==> src/hdl/antialiased_snake_activation_core_defines.svh <==
// Assertion macros shared by the anti-aliased snake activation RTL.
`ifndef ANTIALIASED_SNAKE_ACTIVATION_CORE_DEFINES_SVH
`define ANTIALIASED_SNAKE_ACTIVATION_CORE_DEFINES_SVH
`ifndef NO_ASSERTIONS
// Check that is suspended while reset is held.
`define ASA_CHECK(lbl, prop, msg) \
  lbl: assert property (@(posedge clk) disable iff (!rst_n) prop) else $error(msg);
// Check that also covers the reset cycles.
`define ASA_CHECK_ALWAYS(lbl, prop, msg) \
  lbl: assert property (@(posedge clk) prop) else $error(msg);
`else
`define ASA_CHECK(lbl, prop, msg)
`define ASA_CHECK_ALWAYS(lbl, prop, msg)
`endif
`endif

==> src/hdl/asa_mul.sv <==
// Shared signed multiplier with a registered product.
module asa_mul #(
  parameter int W = 32
) (
  input  logic                  clk,
  input  logic signed [W-1:0]   a,
  input  logic signed [W-1:0]   b,
  output logic signed [2*W-1:0] p_r
);

  // One product per cycle, available on the next cycle.
  always_ff @(posedge clk) begin
    p_r <= a * b;
  end

endmodule

==> config.mk <==
export PLATFORM = sky130hd
export DESIGN_NAME = asa_mul
export DESIGN_NICKNAME = d
export VERILOG_FILES = /design/src/hdl/antialiased_snake_activation_core_defines.svh /design/src/hdl/asa_mul.sv
export SDC_FILE = /design/constraint.sdc
export NUM_CORES = 2
export LEC_CHECK = 0
export BUFFER_PORTS_ARGS = -buffer_cell sky130_fd_sc_hd__buf_4
export CORE_ASPECT_RATIO = 0.75
export CORE_MARGIN = 2
export CORE_UTILIZATION = 50
export CTS_CLUSTER_DIAMETER = 40
export CTS_CLUSTER_SIZE = 24
export DETAILED_ROUTE_END_ITERATION = 8
export MAX_ROUTING_LAYER = met4
export PLACE_DENSITY = 0.69
export SYNTH_ARGS = -nofsm -noshare
export SYNTH_HDL_FRONTEND = slang
export SYNTH_SLANG_ARGS = --single-unit
==> constraint.sdc <==
create_clock -name clk -period 7.2 [get_ports clk]
set_clock_uncertainty 0.1 [all_clocks]
set_input_delay 0.36 -clock clk [delete_from_list [all_inputs] [get_ports clk]]
set_output_delay 0.36 -clock clk [all_outputs]
set_load 0.005 [all_outputs]
After elaboration in Yosys (flattened, before gate mapping)
Index checks and enable logic that the tools add are counted.
{"block": "op_classes", "div": 0, "n_bitwise": 0, "shift": 0, "multipliers": 1, "eq_ne": 0, "magnitude_cmp": 0, "add_sub_neg": 0, "n_mux": 0, "reduce_logical": 0}
{"op": "32-bit by 32-bit multiplier with 64-bit output", "count": 1}
{"block": "totals", "in_bits": 65, "word_cells": 2, "rom_bits": 0, "ramBits": 0, "latchBits": 0, "output_inout_bits": 64, "register_bits": 64, "memories": 0}

Depth between registers and ports, before layout
{"block": "depth", "word_depth": 1, "depth_mapped": 28, "depth_no_buf": 27}

Least setup slack after synthesis
OpenSTA, ideal clock, no wires.
{"block": "synth_path", "path_kind": "input -> register", "start": "in b[2]", "end": "reg p_r[62]", "required_time_ns": 7.028, "path_buffers": 1, "arrival_ns": 7.549, "stages": 24, "setup_ns": 0.072, "setup_slack_ns": -0.521, "path_cell_list": "clkbuf_1 nand2_1 inv_1 fa_1 fa_1 fa_1 fa_1 inv_1 fa_1 inv_1 fa_1 inv_1 fa_1 inv_1 fa_1 ha_1 and3_1 nand2_1 or3_1 o22a_1 o211ai_1 a31oi_1 o31ai_1 xor2_1"}
{"block": "synth_between", "elab_chain_cells": 1}
{"element": "start, declared", "line": "asa_mul.sv:7", "text": "input logic signed [W-1:0] b,"}
{"element": "32-bit by 32-bit multiplier with 64-bit output", "line": "asa_mul.sv:13", "text": "p_r <= a * b;"}
{"element": "end signal, assigned", "line": "asa_mul.sv:13"}
{"element": "end, declared", "line": "asa_mul.sv:8", "text": "output logic signed [2*W-1:0] p_r"}
No other way between the ends.

Worst setup path after layout
{"block": "layout_path", "start": "in a[16]", "end": "reg p_r[62]"}
{"block": "layout_between", "elab_chain_cells": 1}
{"element": "start, declared", "line": "asa_mul.sv:6", "text": "input logic signed [W-1:0] a,"}
{"element": "32-bit by 32-bit multiplier with 64-bit output", "line": "asa_mul.sv:13"}
No other way between the ends.

==> impl_metrics.yaml <==
run_status:
  status: "complete, no violations"
grt:
  track_usage_pct: 29.7
  grt_pass1_wl_um: 168000
  antenna_found_initial: 2
  grt_overflow_total: 0
  grt_max_degree: 27
  grt_pass1_vias: 28500
synthesis:
  synth_compound_area_share_pct: 3.46
  avgSynthCellArea_um2: 9.59
  synth_warnings: 0
  postSynthCellCount: 3884
  synth.distinct_cells: 63
  seq_area_frac_synth_pct: 3.44
  synth.mux.area_fraction_pct: 0
  async_flop_share_pct: 0
  syn_nets: 5215
  synth_edf_count: 0
  synth-simple-area-share_pct: 15.4
  ys_ff_latch: 64
  yosys_most_used_dff: "dfxtp_1"
  synth_xor_area_share_pct: 1.76
  synth_top_family_by_area: "adder cells"
  synth_fa_ha_area_share_pct: 64.3
  syn-cell-area_um2: 37200
final_layout:
  design_area_um2: 44200
  mostFrequentLayoutCell: "fa_1"
  largest_reg_flops: 64
  post-route-util_pct: 60.0
  syn_to_final_growth_pct: 18.6
  mostFrequentLayoutCells: "fa_1, inv_1, nand2_1, and2_1, buf_4"
  final_cells: 5246
  top_register: "p_r"
  drive_above_1_share_pct: 18.9
  top_regs: "p_r x64"
  nets: 5603
clocking:
  cts-root-buf: "clkbuf_16"
  path_clk_slew_ps: 70
  cts_buffer_depth: 2
  cts.sinks: 64
  hold_buffers: 0
  cts.htree.levels: 3
  numCtsBuffers: 9
  cts_tree: "built"
timing:
  fmax_mhz: 139
  rsz0062_at_grt: "yes"
  tightest_slew_ps: 664
  period_share_pct: 99.7
  fin_crit_ps: 7180
  slew_headroom_pct: 55.7
  setup_ws_ps: 22.5
  finalMaxSlewViolations: 0
  hold_violations: 0
  finalSetupViolations: 0
place:
  place_congestion: 0.953
  preCtsSetupSlack_ps: -619
  portBuffers: 128
  dpl_cell_area_um2: 42200
  dp_cells: 5201
  place_hpwl_um: 93500
drt:
  routed_wl_um: 106000
  drtIter0Drc: 2156
  vias_per_cell: 5.16
  num_vias: 27100
  drc: 0
  post_drt_wl_per_cell_um: 20.1
  ant_nets: 0
  drt_pass1_iterations: 5
worst_setup_path:
  required_ps: 7380
  endpoint_kind: "register"
  critPathArrivalTime_ps: 7360
  cp_max_fo: 8
  startpoint_type: "input pin"
  timing_worst_setup_path_type: "in2reg"
floorplanning:
  io_pins: 129
  core-area_um2: 73600
  start_util_pct: 50.6
  die_x_um: 319
  die_h_um: 240
  num_rows: 86
  die_area_um2: 76700
flow_run:
  drv_cap: 0
min_path:
  hp-class: "in2reg"
## stage by stage
| step | setup TNS, ps | hold slack [ps] |
|---|---|---|
| 2_1_floorplan | -601 | 387 |
| 3_3_place_gp | -7960 | 639 |
| 3_5_place_dp | -8670 | 640 |
| 4_1_cts | 0 | 457 |
| 5_1_grt | -1190 | 478 |
| 6_report | 0 | 475 |
## repair_timing
| item | in CTS | in global routing |
|---|---|---|
| resized for setup | 52 | 299 |
| gates cloned | 0 | 2 |
| setup endpoints to repair | 11 | 29 |
| pin swaps | 19 | 125 |
| setup buffers | 1 | 27 |
## worst max-delay path, cell delays in order
cell and delay (ps):
buf_16 130, buf_8 130, buf_12 120, and2_1 160, fa_1 510, fa_1 540, fa_2 640, fa_2 520
fa_1 550, fa_1 590, fa_2 480, fa_1 540, ha_4 300, and4_4 250, nand2_2 70, buf_4 140
or3_4 320, o22a_1 190, o211ai_1 160, buf_4 200, a31oi_4 100, o31ai_2 210, xor2_1 150
## path summary, 6_finish.rpt
| path | startpoint | endpoint | slack [ps] | cells after the start |
|---|---|---|---|---|
| setup / recovery | a[16] | p_r[62]$_DFF_P_ | 20 | 23 |
| hold / removal | a[0] | p_r[0]$_DFF_P_ | 480 | 3 |
## layer usage
layer | wire length (µm) | track usage (%) | vias up | part of all wire [%]
met5 | 0 | - | - | 0
met2 | 40100 | 36.0 | 1258 | 38
met1 | 48000 | 45.7 | 13900 | 45
met3 | 16300 | 13.2 | 66 | 15
li1 | - | - | 11800 | -
met4 | 1160 | 3.50 | 0 | 1.1
## cells in the mapped netlist (all sizes together) (4+ instances only)
master     n  area share (%)
nand2    511             5.2
and2     516             8.7
o21bai    15            0.30
buf        5           0.060
or3        5           0.087
nor3       7            0.11
o31ai      7            0.18
nand3     15            0.20
a211oi     8            0.24
nand4      7            0.12
fa      1082              58
a21o      25            0.51
nand2b     9            0.15
and3       9            0.17
o21a       4           0.081
clkbuf   195             2.0
xnor2     53             1.2
o21ai     31            0.44
nor2      42            0.42
a21oi     68            0.91
dfxtp     64             3.4
a31oi     13            0.26
ha       184             6.2
xor2      22            0.52
and4       4            0.10
inv      952             9.6
## cell type report
class | count | area (µm²)
repair buffers | 577 | 5180
flip-flops and latches | 64 | 1280
well taps | 968 | 1210
clock buffers | 12 | 256
inverters | 952 | 3580
diodes | 1 | 2.50
fillers | 6067 | 29400
multi-input cells | 2668 | 32600
clock inverters | 4 | 52.6
## logic make-up after synthesis
kind of cell	Yosys count
compound gates	193
xor+xnor	75
fa+ha+maj	1266
buf+inv	1152
flops	64
simple gates	1134
Power is left out: the tool's default activity adds up to more than one toggle a clock period on the data nets, which glitch-free logic cannot reach.
