### src/hdl/antialiased_snake_activation_core_defines.svh
// Assertion macros shared by the anti-aliased snake activation RTL.
`ifndef ANTIALIASED_SNAKE_ACTIVATION_CORE_DEFINES_SVH
`define ANTIALIASED_SNAKE_ACTIVATION_CORE_DEFINES_SVH
`ifndef NO_ASSERTIONS
// Check that is suspended while reset is held.
`define ASA_CHECK(lbl, prop, msg) \
  lbl: assert property (@(posedge clk) disable iff (!rst_n) prop) else $error(msg);
// Check that also covers the reset cycles.
`define ASA_CHECK_ALWAYS(lbl, prop, msg) \
  lbl: assert property (@(posedge clk) prop) else $error(msg);
`else
`define ASA_CHECK(lbl, prop, msg)
`define ASA_CHECK_ALWAYS(lbl, prop, msg)
`endif
`endif

### src/hdl/asa_pkg.sv
// Types, constants and tables of the anti-aliased snake activation core.
package asa_pkg;

  localparam int DATA_W     = 24;
  localparam int CFG_W      = 24;
  localparam int HIST_DEPTH = 12;
  localparam int TAP_W      = 17;
  localparam int CW         = 34;

  localparam logic [33:0] PI_Q32      = 34'd13493037705;
  localparam logic [33:0] HALF_PI_Q32 = 34'd6746518852;
  localparam logic signed [CW-1:0] CORDIC_X0 = 34'sd652032875;

  // Configuration register indexes.
  localparam logic REG_SNAKE_FREQ    = 1'b0;
  localparam logic REG_SNAKE_INV_MAG = 1'b1;

  typedef enum logic [4:0] {
    S_IDLE, S_OUT_INIT, S_UP_INIT, S_UP_MUL, S_UP_ACC, S_ARG_MUL, S_ARG_WAIT,
    S_QUO, S_REM_HI, S_REM_LO, S_MOD, S_FOLD, S_CORDIC, S_SQ_MUL, S_SQ_WAIT,
    S_GAIN_MUL, S_GAIN_WAIT, S_DN_MUL, S_DN_ACC
  } asa_state_t;

  typedef enum logic {
    E_WAIT, E_GO
  } asa_emit_t;

  // Half-band kernel taps in Q16, symmetric.
  function automatic logic signed [TAP_W-1:0] asa_tap(input logic [3:0] idx);
    logic signed [TAP_W-1:0] v;
    case (idx)
      4'd0, 4'd11: v = 17'sd133;
      4'd1, 4'd10: v = 17'sd615;
      4'd2, 4'd9:  v = -17'sd1674;
      4'd3, 4'd8:  v = -17'sd3779;
      4'd4, 4'd7:  v = 17'sd8426;
      4'd5, 4'd6:  v = 17'sd29046;
      default:     v = '0;
    endcase
    return v;
  endfunction

  // CORDIC angle table, atan(2^-i) in Q30.
  function automatic logic signed [CW-1:0] asa_atan(input logic [3:0] idx);
    logic signed [CW-1:0] v;
    case (idx)
      4'd0:    v = 34'sd843314857;
      4'd1:    v = 34'sd497837830;
      4'd2:    v = 34'sd263043837;
      4'd3:    v = 34'sd133525159;
      4'd4:    v = 34'sd67021687;
      4'd5:    v = 34'sd33543516;
      4'd6:    v = 34'sd16775851;
      4'd7:    v = 34'sd8388438;
      4'd8:    v = 34'sd4194283;
      4'd9:    v = 34'sd2097149;
      4'd10:   v = 34'sd1048576;
      4'd11:   v = 34'sd524288;
      4'd12:   v = 34'sd262144;
      4'd13:   v = 34'sd131072;
      4'd14:   v = 34'sd65536;
      default: v = 34'sd32768;
    endcase
    return v;
  endfunction

endpackage

### src/hdl/asa_cordic.sv
// Iterative rotation CORDIC, one step per cycle, giving the sine in Q30.
module asa_cordic import asa_pkg::*; (
  input  logic                 clk,
  input  logic                 rst_n,
  input  logic                 start,
  input  logic signed [CW-1:0] z_init,
  output logic                 done,
  output logic signed [CW-1:0] y_out
);

  logic signed [CW-1:0] x_r, y_r, z_r;
  logic [3:0]           i_r;
  logic                 run_r, done_r;
  logic signed [CW-1:0] dx, dy, at;

  // Shifted cross terms and the angle of this step.
  always_comb begin
    dx = y_r >>> i_r;
    dy = x_r >>> i_r;
    at = asa_atan(i_r);
  end

  // Run control: sixteen steps after a start.
  always_ff @(posedge clk) begin
    if (!rst_n) begin
      run_r  <= 1'b0;
      done_r <= 1'b0;
    end else begin
      done_r <= 1'b0;
      if (start) begin
        run_r <= 1'b1;
      end else if (run_r && i_r == 4'd15) begin
        run_r  <= 1'b0;
        done_r <= 1'b1;
      end
    end
  end

  // Rotation datapath.
  always_ff @(posedge clk) begin
    if (start) begin
      x_r <= CORDIC_X0;
      y_r <= '0;
      z_r <= z_init;
      i_r <= '0;
    end else if (run_r) begin
      if (!z_r[CW-1]) begin
        x_r <= x_r - dx;
        y_r <= y_r + dy;
        z_r <= z_r - at;
      end else begin
        x_r <= x_r + dx;
        y_r <= y_r - dy;
        z_r <= z_r + at;
      end
      i_r <= i_r + 4'd1;
    end
  end

  assign done  = done_r;
  assign y_out = y_r;

endmodule

### config.mk
export PLATFORM = sky130hd
export DESIGN_NAME = asa_cordic
export DESIGN_NICKNAME = d
export VERILOG_FILES = /design/src/hdl/antialiased_snake_activation_core_defines.svh /design/src/hdl/asa_pkg.sv /design/src/hdl/asa_cordic.sv
export SDC_FILE = /design/constraint.sdc
export NUM_CORES = 1
export LEC_CHECK = 0
export ABC_AREA = 1
export BUFFER_PORTS_ARGS = -buffer_cell sky130_fd_sc_hd__buf_2
export CAP_MARGIN = 20
export CORE_MARGIN = 2
export CORE_UTILIZATION = 55
export CTS_CLUSTER_SIZE = 14
export DETAILED_ROUTE_END_ITERATION = 7
export GPL_ROUTABILITY_DRIVEN = 0
export PLACE_DENSITY = 0.75
export SYNTH_ARGS = -nofsm -noshare
export SYNTH_HDL_FRONTEND = slang
export SYNTH_SLANG_ARGS = --single-unit
### constraint.sdc
create_clock -name clk -period 3.72 [get_ports clk]
set_input_delay 0.372 -clock clk [delete_from_list [all_inputs] [get_ports clk]]
set_output_delay 0.372 -clock clk [all_outputs]
set_load 0.005 [all_outputs]
==> metrics, run 1 <==
Main synth FF type dfxtp_1; hold buffers post-CTS 0; share of the synthesized area in the top cell type 15.10%; WEP type register input; row count 62; Post-Synthesis Cell Area 16260 sq um; Yosys cell types 53; #FFs+latches synth 136; dpl ws -0.7371 ns; total CTS buffers 17; error msg [ERROR GRT-0232] Routing congestion too high. Check the congestion heatmap in the GUI.; DP Cell Count 3613; Yosys warning total 0; Initial Utilization 56.18%; status aborted with a tool error; all-layer global routing usage 78.39%; CTS H-tree depth 4; Die Span Y 175.9 microns; post-synthesis area per instance 6.019 sq um; Clock Tree Root clkbuf_16; Die X 175.9 microns; clock tree buffer depth 2; count leader, synth nand2_1; stopping stage global routing; Seq/Total Area, Yosys 18.84%; pin count of the biggest net entering global routing 62; ranking of synthesized cells by area nand2_1, dfxtp_1, nand3_1; dpl hpwl 45.85 mm; final global-route overflow total 111; Post-synth EDFFs 34; Post-Synthesis Net Count 2851; Post-Synthesis Cells 2701; IO Port Bufs 71; Crit. endpoint post-GRT repair y_out[33]$_SDFFE_PP0P_/D; # IOs 72; clk sink count 136; synth cell count leaders nand2_1, nand3_1, nor2_1; fraction of registers with async set/reset 0%; post-synth top area cell nand2_1
==> kinds of logic after synthesis <==
family	after synthesis	share of synthesized area (%)
simple gates	1474	39.65
compound gates	454	15.81
buf+inv	395	9.913
flops	136	18.84
xor+xnor	129	6.950
fa+ha+maj	113	8.836
==> routing by layer <==
| metal | track usage, % | GRT overflow |
|---|---|---|
| met2 | 93.64 | 52 |
| met3 | 65.26 | 7 |
| met1 | 77.34 | 3 |
| met5 | 33.81 | 2 |
| met4 | 79.58 | 47 |
==> repair_timing <==
item                       CTS
resized for setup          273
cloned                       6
pin swaps                  117
buffers inserted            35
setup endpoints to repair   56
==> stage by stage <==
step                TNS, ns  util, %  area (sq um)
global placement     -9.455    72.52         20990
floorplan           -0.1079        -         16320
CTS                  -7.432    79.72         23070
detailed placement   -14.79    72.52         20990
==> run 2: changes to the inputs <==
Settings changed: CORE_UTILIZATION 55 to 40, CTS_CLUSTER_SIZE 14 to default, PLACE_DENSITY 0.75 to default, PLACE_DENSITY_LB_ADDON from default to 0.15.
Clock period 3.72 ns to 4.8 ns, I/O delays scaled along.
==> metrics, run 2 <==
Die Span Y 205.6 microns; area delta synth->final 10.21%; Post-Synthesis Net Count 2851; synth cell count leaders nand2_1, nand3_1, nor2_1; total CTS buffers 17; # IOs 72; residual DRC count 0; dpl hpwl 43.66 mm; Vias/cell 5.469; IO Port Bufs 71; Via Count 17934; final global-route overflow total 0; die area 42270 sq um; share of layout cells above drive strength 1 10.02%; DR pass1 iterations 6; minimum clock period 4.482 ns; WL final 55.18 mm; row count 73; count leader, synth nand2_1; Initial Utilization 40.73%; unrepaired setup endpoints after global routing yes; met1 Track Usage GR 33.94%; Post-synth EDFFs 34; Yosys warning total 0; Leakage 8.989 nW; Switching Fraction 54.74%; first-pass GRT wire length 88.09 mm; Post-Synthesis Cell Area 16260 sq um; status finished clean; gr busiest metal met2; CTS H-tree depth 4; fraction of registers with async set/reset 0%; clock share of power 10.9%; Slew headroom 55.29%; f_max 223.1 MHz; Combinational Power Share 73.2%; nets 2891; #FFs+latches synth 136; most common cell after layout, fill and taps aside nand2_1; fin crit share 93.37%; Worst EP required 5.19 ns; PnR Total Power 12.00 mW; worst skew pair latency 0.50 ns; Slew @ Worst Pin 0.6707 ns; Critical Path AT 4.87 ns; Reg clk slew, reported paths 0.07 ns; vias in the first global route 16739; Post-Synthesis Cells 2701; maximum vdd drop 0.2953 mV; pwr/cell area 669.9 nW/um^2; met3 Use GR 3.896%; worst setup path class reg2reg; Clock Tree Root clkbuf_16; Global Route met2 Usage 44.73%; Crit Path Max Fanout 45; fin util 44.89%; all-layer global routing usage 26.51%; clock tree buffer depth 2; commonest cells after routing, fill and taps aside nand2_1, nand3_1, nor2_1; pin count of the biggest net entering global routing 66; total of max-cap violations 0; Yosys cell types 53; post-synth top area cell nand2_1; Die X 205.6 microns; CP startpoint kind flop; Seq/Total Area, Yosys 18.84%; Layout Skew 0.01943 ns; post-synthesis area per instance 6.019 sq um; P_int 5.433 mW; Min-Delay Path Class in2reg; share of the synthesized area in the top cell type 15.10%; max-slew violations 0; Flop pwr share 15.9%; hold slack 0.2521 ns; drt initial violations 1687; ANT cells 0; ranking of synthesized cells by area nand2_1, dfxtp_1, nand3_1; antenna violations before repair 0; clk sink count 136; final setup violation count 0; CTS tree done; Main synth FF type dfxtp_1; sw power 6.571 mW; Routed Antenna Nets 0; Fill cells 4257; final hold vios 0; hold buffers post-CTS 0; crit path capture type flop; core area 39910 sq um; WL/cell 16.83 microns
==> run 2: cell counts after synthesis <==
No cell type changed its count.
==> run 2: path summary, 6_finish.rpt <==
kind / start / to / slack [ns] / cells after the start
max: i_r[2] / x_r[31] / 0.32 / 24
min: z_init[12] / z_r[12] / 0.25 / 3
max reg2reg: i_r[2] / x_r[31] / 0.32 / 24
min reg2reg: x_r[2] / x_r[2] / 0.52 / 2
==> run 2: what timing repair did <==
| action | in CTS | in global routing |
|---|---|---|
| gates resized for setup | 0 | 29 |
| endpoints found under the setup margin | 0 | 18 |
| setup buffers | 0 | 3 |
==> run 2: cells by family (layout without fill, tap and decap cells) <==
kind of cell,after synthesis,in the layout,share of synthesized area (%)
AO/OA/AOI/OAI,454,454,15.81
AND/OR/NAND/NOR,1474,1474,39.65
XOR/XNOR,129,129,6.950
adder cells (fa/ha/maj),113,113,8.836
buffers and inverters,395,448,9.913
flip-flops,136,136,18.84
==> run 2: critical path, stage by stage (launching register included) <==
cell      delay [ns]
dfxtp_2         0.34
inv_2           0.38
buf_12          0.30
nand3_1         0.13
nand3_1         0.11
nand2_1         0.10
ha_1            0.24
nand3_2         0.13
nor2_4          0.06
nor2_1          0.11
xor2_1          0.15
inv_1           0.05
ha_1            0.36
a21oi_1         0.23
inv_1           0.06
a31oi_1         0.31
o21ai_1         0.21
a21oi_1         0.27
o21ai_1         0.15
a21boi_1        0.23
o21ai_1         0.12
nand2_1         0.08
nand2_1         0.05
o21ai_1         0.14
inv_1           0.05
==> run 2: area by class of cell <==
type	count	area, sq um	share of cell area [%]
well taps	525	656.9	3.666
flip-flops and latches	136	3068	17.12
multi-input cells	2170	11650	65.01
clock inverters	10	68.82	0.3841
clock buffers	22	485.5	2.709
repair buffers	121	872.1	4.867
inverters	295	1117	6.236
==> run 2: layer usage <==
layer,vias to the layer above,wire length (microns)
met3,86,2740
met5,-,0
li1,9059,-
met2,530,26040
met1,8259,24740
met4,0,1652
==> run 2: per-stage QoR <==
| step | setup WS [ns] | std cells | TNS [ns] | cell area, sq um |
|---|---|---|---|---|
| after global routing | -0.002066 | 3279 | -0.002066 | 17920 |
| final | 0.3183 | 3279 | 0 | 17920 |
| after detailed placement | 0.1869 | 3242 | 0 | 17210 |
| after floorplan | 0.8870 | 2701 | 0 | 16260 |
| after global placement | 0.2213 | 3242 | 0 | 17210 |
| after CTS | 0.1532 | 3274 | 0 | 17770 |
==> run 2: power groups by stage <==
stage | clock network (mW) | logic, mW | registers (mW)
after floorplan | 0 | 6.52 | 1.76
after global placement | 0 | 8.51 | 1.93
after detailed placement | 0 | 8.57 | 1.93
after CTS | 1.34 | 8.62 | 1.91
after global routing | 1.38 | 9.95 | 1.93
final | 1.30 | 8.79 | 1.91
No activity file was read; power rests on OpenSTA's default activity.
==> run 3: changes to the inputs <==
Settings changed: CORE_UTILIZATION 40 to 60, PLACE_DENSITY from default to 0.75, PLACE_DENSITY_LB_ADDON 0.15 to default, SLEW_MARGIN from default to 20.
==> metrics, run 3 (synthesis results as in run 2) <==
status finished with violations; failing checks design-rule violations; drt initial violations 2163; vias in the first global route 16728; Die Span Y 168.6 microns; antenna violations before repair 1; pwr/cell area 683.7 nW/um^2; max-slew violations 0; Vias/cell 6.023; # IOs 72; pin count of the biggest net entering global routing 74; Crit Path Max Fanout 68; ANT cells 0; nets 2876; f_max 220.6 MHz; critical path's most frequent cell nand2_1; Hold Path Stages 3; clock tree buffer depth 2; final instance area 17530 sq um; total of max-cap violations 0; Worst EP required 5.13 ns; worst skew pair latency 0.45 ns; dpl hpwl 40.08 mm; Clock Tree Root clkbuf_16; fin crit share 94.44%; all-layer global routing usage 36.23%; Via Count 18551; Layout Skew 0.02145 ns; core area 26800 sq um; CP startpoint kind flop; CTS tree done; final hold vios 0; Leakage 8.894 nW; crit path capture type flop; Routed Antenna Nets 0; share of layout cells above drive strength 1 9.602%; final setup violation count 0; most common cell after layout, fill and taps aside nand2_1; first-pass GRT wire length 83.29 mm; FF-to-FF path depth 32; Hold EP z_r[19]; final global-route overflow total 0; Slew @ Worst Pin 0.8167 ns; Hold Crit Start z_init[19]; DR pass1 iterations 8; area delta synth->final 7.858%; row count 60; RR Startpoint i_r[0]; residual DRC count 2; Die X 168.6 microns; placed standard-cell area 16880 sq um; Reg clk slew, reported paths 0.07 ns; minimum clock period 4.533 ns; commonest cells after routing, fill and taps aside nand2_1, nand3_1, nor2_1; WL/cell 17.03 microns; Slew headroom 45.55%; unrepaired setup endpoints after global routing yes; hold slack 0.2935 ns; Fill cells 2587; Critical Path AT 4.86 ns; WL final 52.46 mm; clk sink count 136; R2R Path End y_out[33]; total CTS buffers 17; Worst path slowest cell ha_1; Initial Utilization 60.66%; die area 28430 sq um; Min-Delay Path Class in2reg; CTS H-tree depth 4; IO Port Bufs 71; setup TNS 0 ns; crit path launch i_r[0]; worst setup path class reg2reg; maximum vdd drop 0.4351 mV; reg-to-reg setup timing slack 0.27 ns; Crit path largest cell delay 0.40 ns
run 3: changes by cell type in the layout (fill, tap and decap cells not counted), sizes merged:
cell	delta
buf	-13
inv	+5
clkbuf	-4
clkinv	-4
clkinvlp	+1
run 3: routing by layer:
layer / part of all wire [%] / wire length [microns] / GRT usage, %
met4: 3.9 / 2027 / 13.87
met5: 0 / 0 / 0
met3: 11 / 5591 / 7.505
met1: 43 / 22320 / 49.16
met2: 43 / 22530 / 56.68
run 3: metrics by stage:
stage | setup slack, ns | power [mW] | cells | utilization, %
2_1_floorplan | 0.8870 | 8.276 | 2701 | -
3_3_place_gp | 0.3614 | 10.09 | 3047 | 63.00
3_5_place_dp | 0.2348 | 10.26 | 3047 | 63.00
4_1_cts | 0.2394 | 11.68 | 3079 | 65.17
5_1_grt | -0.02585 | 13.14 | 3080 | 65.42
6_report | 0.2670 | 11.99 | 3080 | 65.42
run 3: critical path: cells and delay by family, from the launching register on:
family	cells	cell delay, ns
flops	1	0.38
fa+ha+maj	2	0.62
buf+inv	4	0.45
simple gates	23	2.61
compound gates	3	0.32
run 3: report_power, final:
group,internal [mW],leakage (nW),switching [mW],total (mW)
registers,1.54,1.19,0.396,1.93
clock network,0.739,0.279,0.624,1.36
logic,3.11,7.43,5.58,8.69
total,5.39,8.89,6.60,12.0
run 3: area by class of cell:
class / instances / area (sq um) / share of cell area, %
Clock inverter: 12 / 102.6 / 0.5851
Timing Repair Buffer: 106 / 709.4 / 4.046
Tap cell: 341 / 426.7 / 2.433
Clock buffer: 20 / 479.2 / 2.733
Inverter: 295 / 1114 / 6.351
Sequential cell: 136 / 3068 / 17.50
Multi-Input combinational cell: 2170 / 11630 / 66.36
run 3: worst max path at each step:
stage	end	depth (start not counted)
floorplan	y_out[32]	31
global placement	y_out[32]	27
detailed placement	y_out[32]	28
CTS	y_out[25]	25
global route	y_out[32]	28
finish	y_out[33]	32
run 3: timing repair:
action / 4_1_cts / 5_1_grt
gates resized for setup: 0 / 27
endpoints found under the setup margin: 0 / 18
setup buffers: 0 / 1
hold buffers: 0 / 0
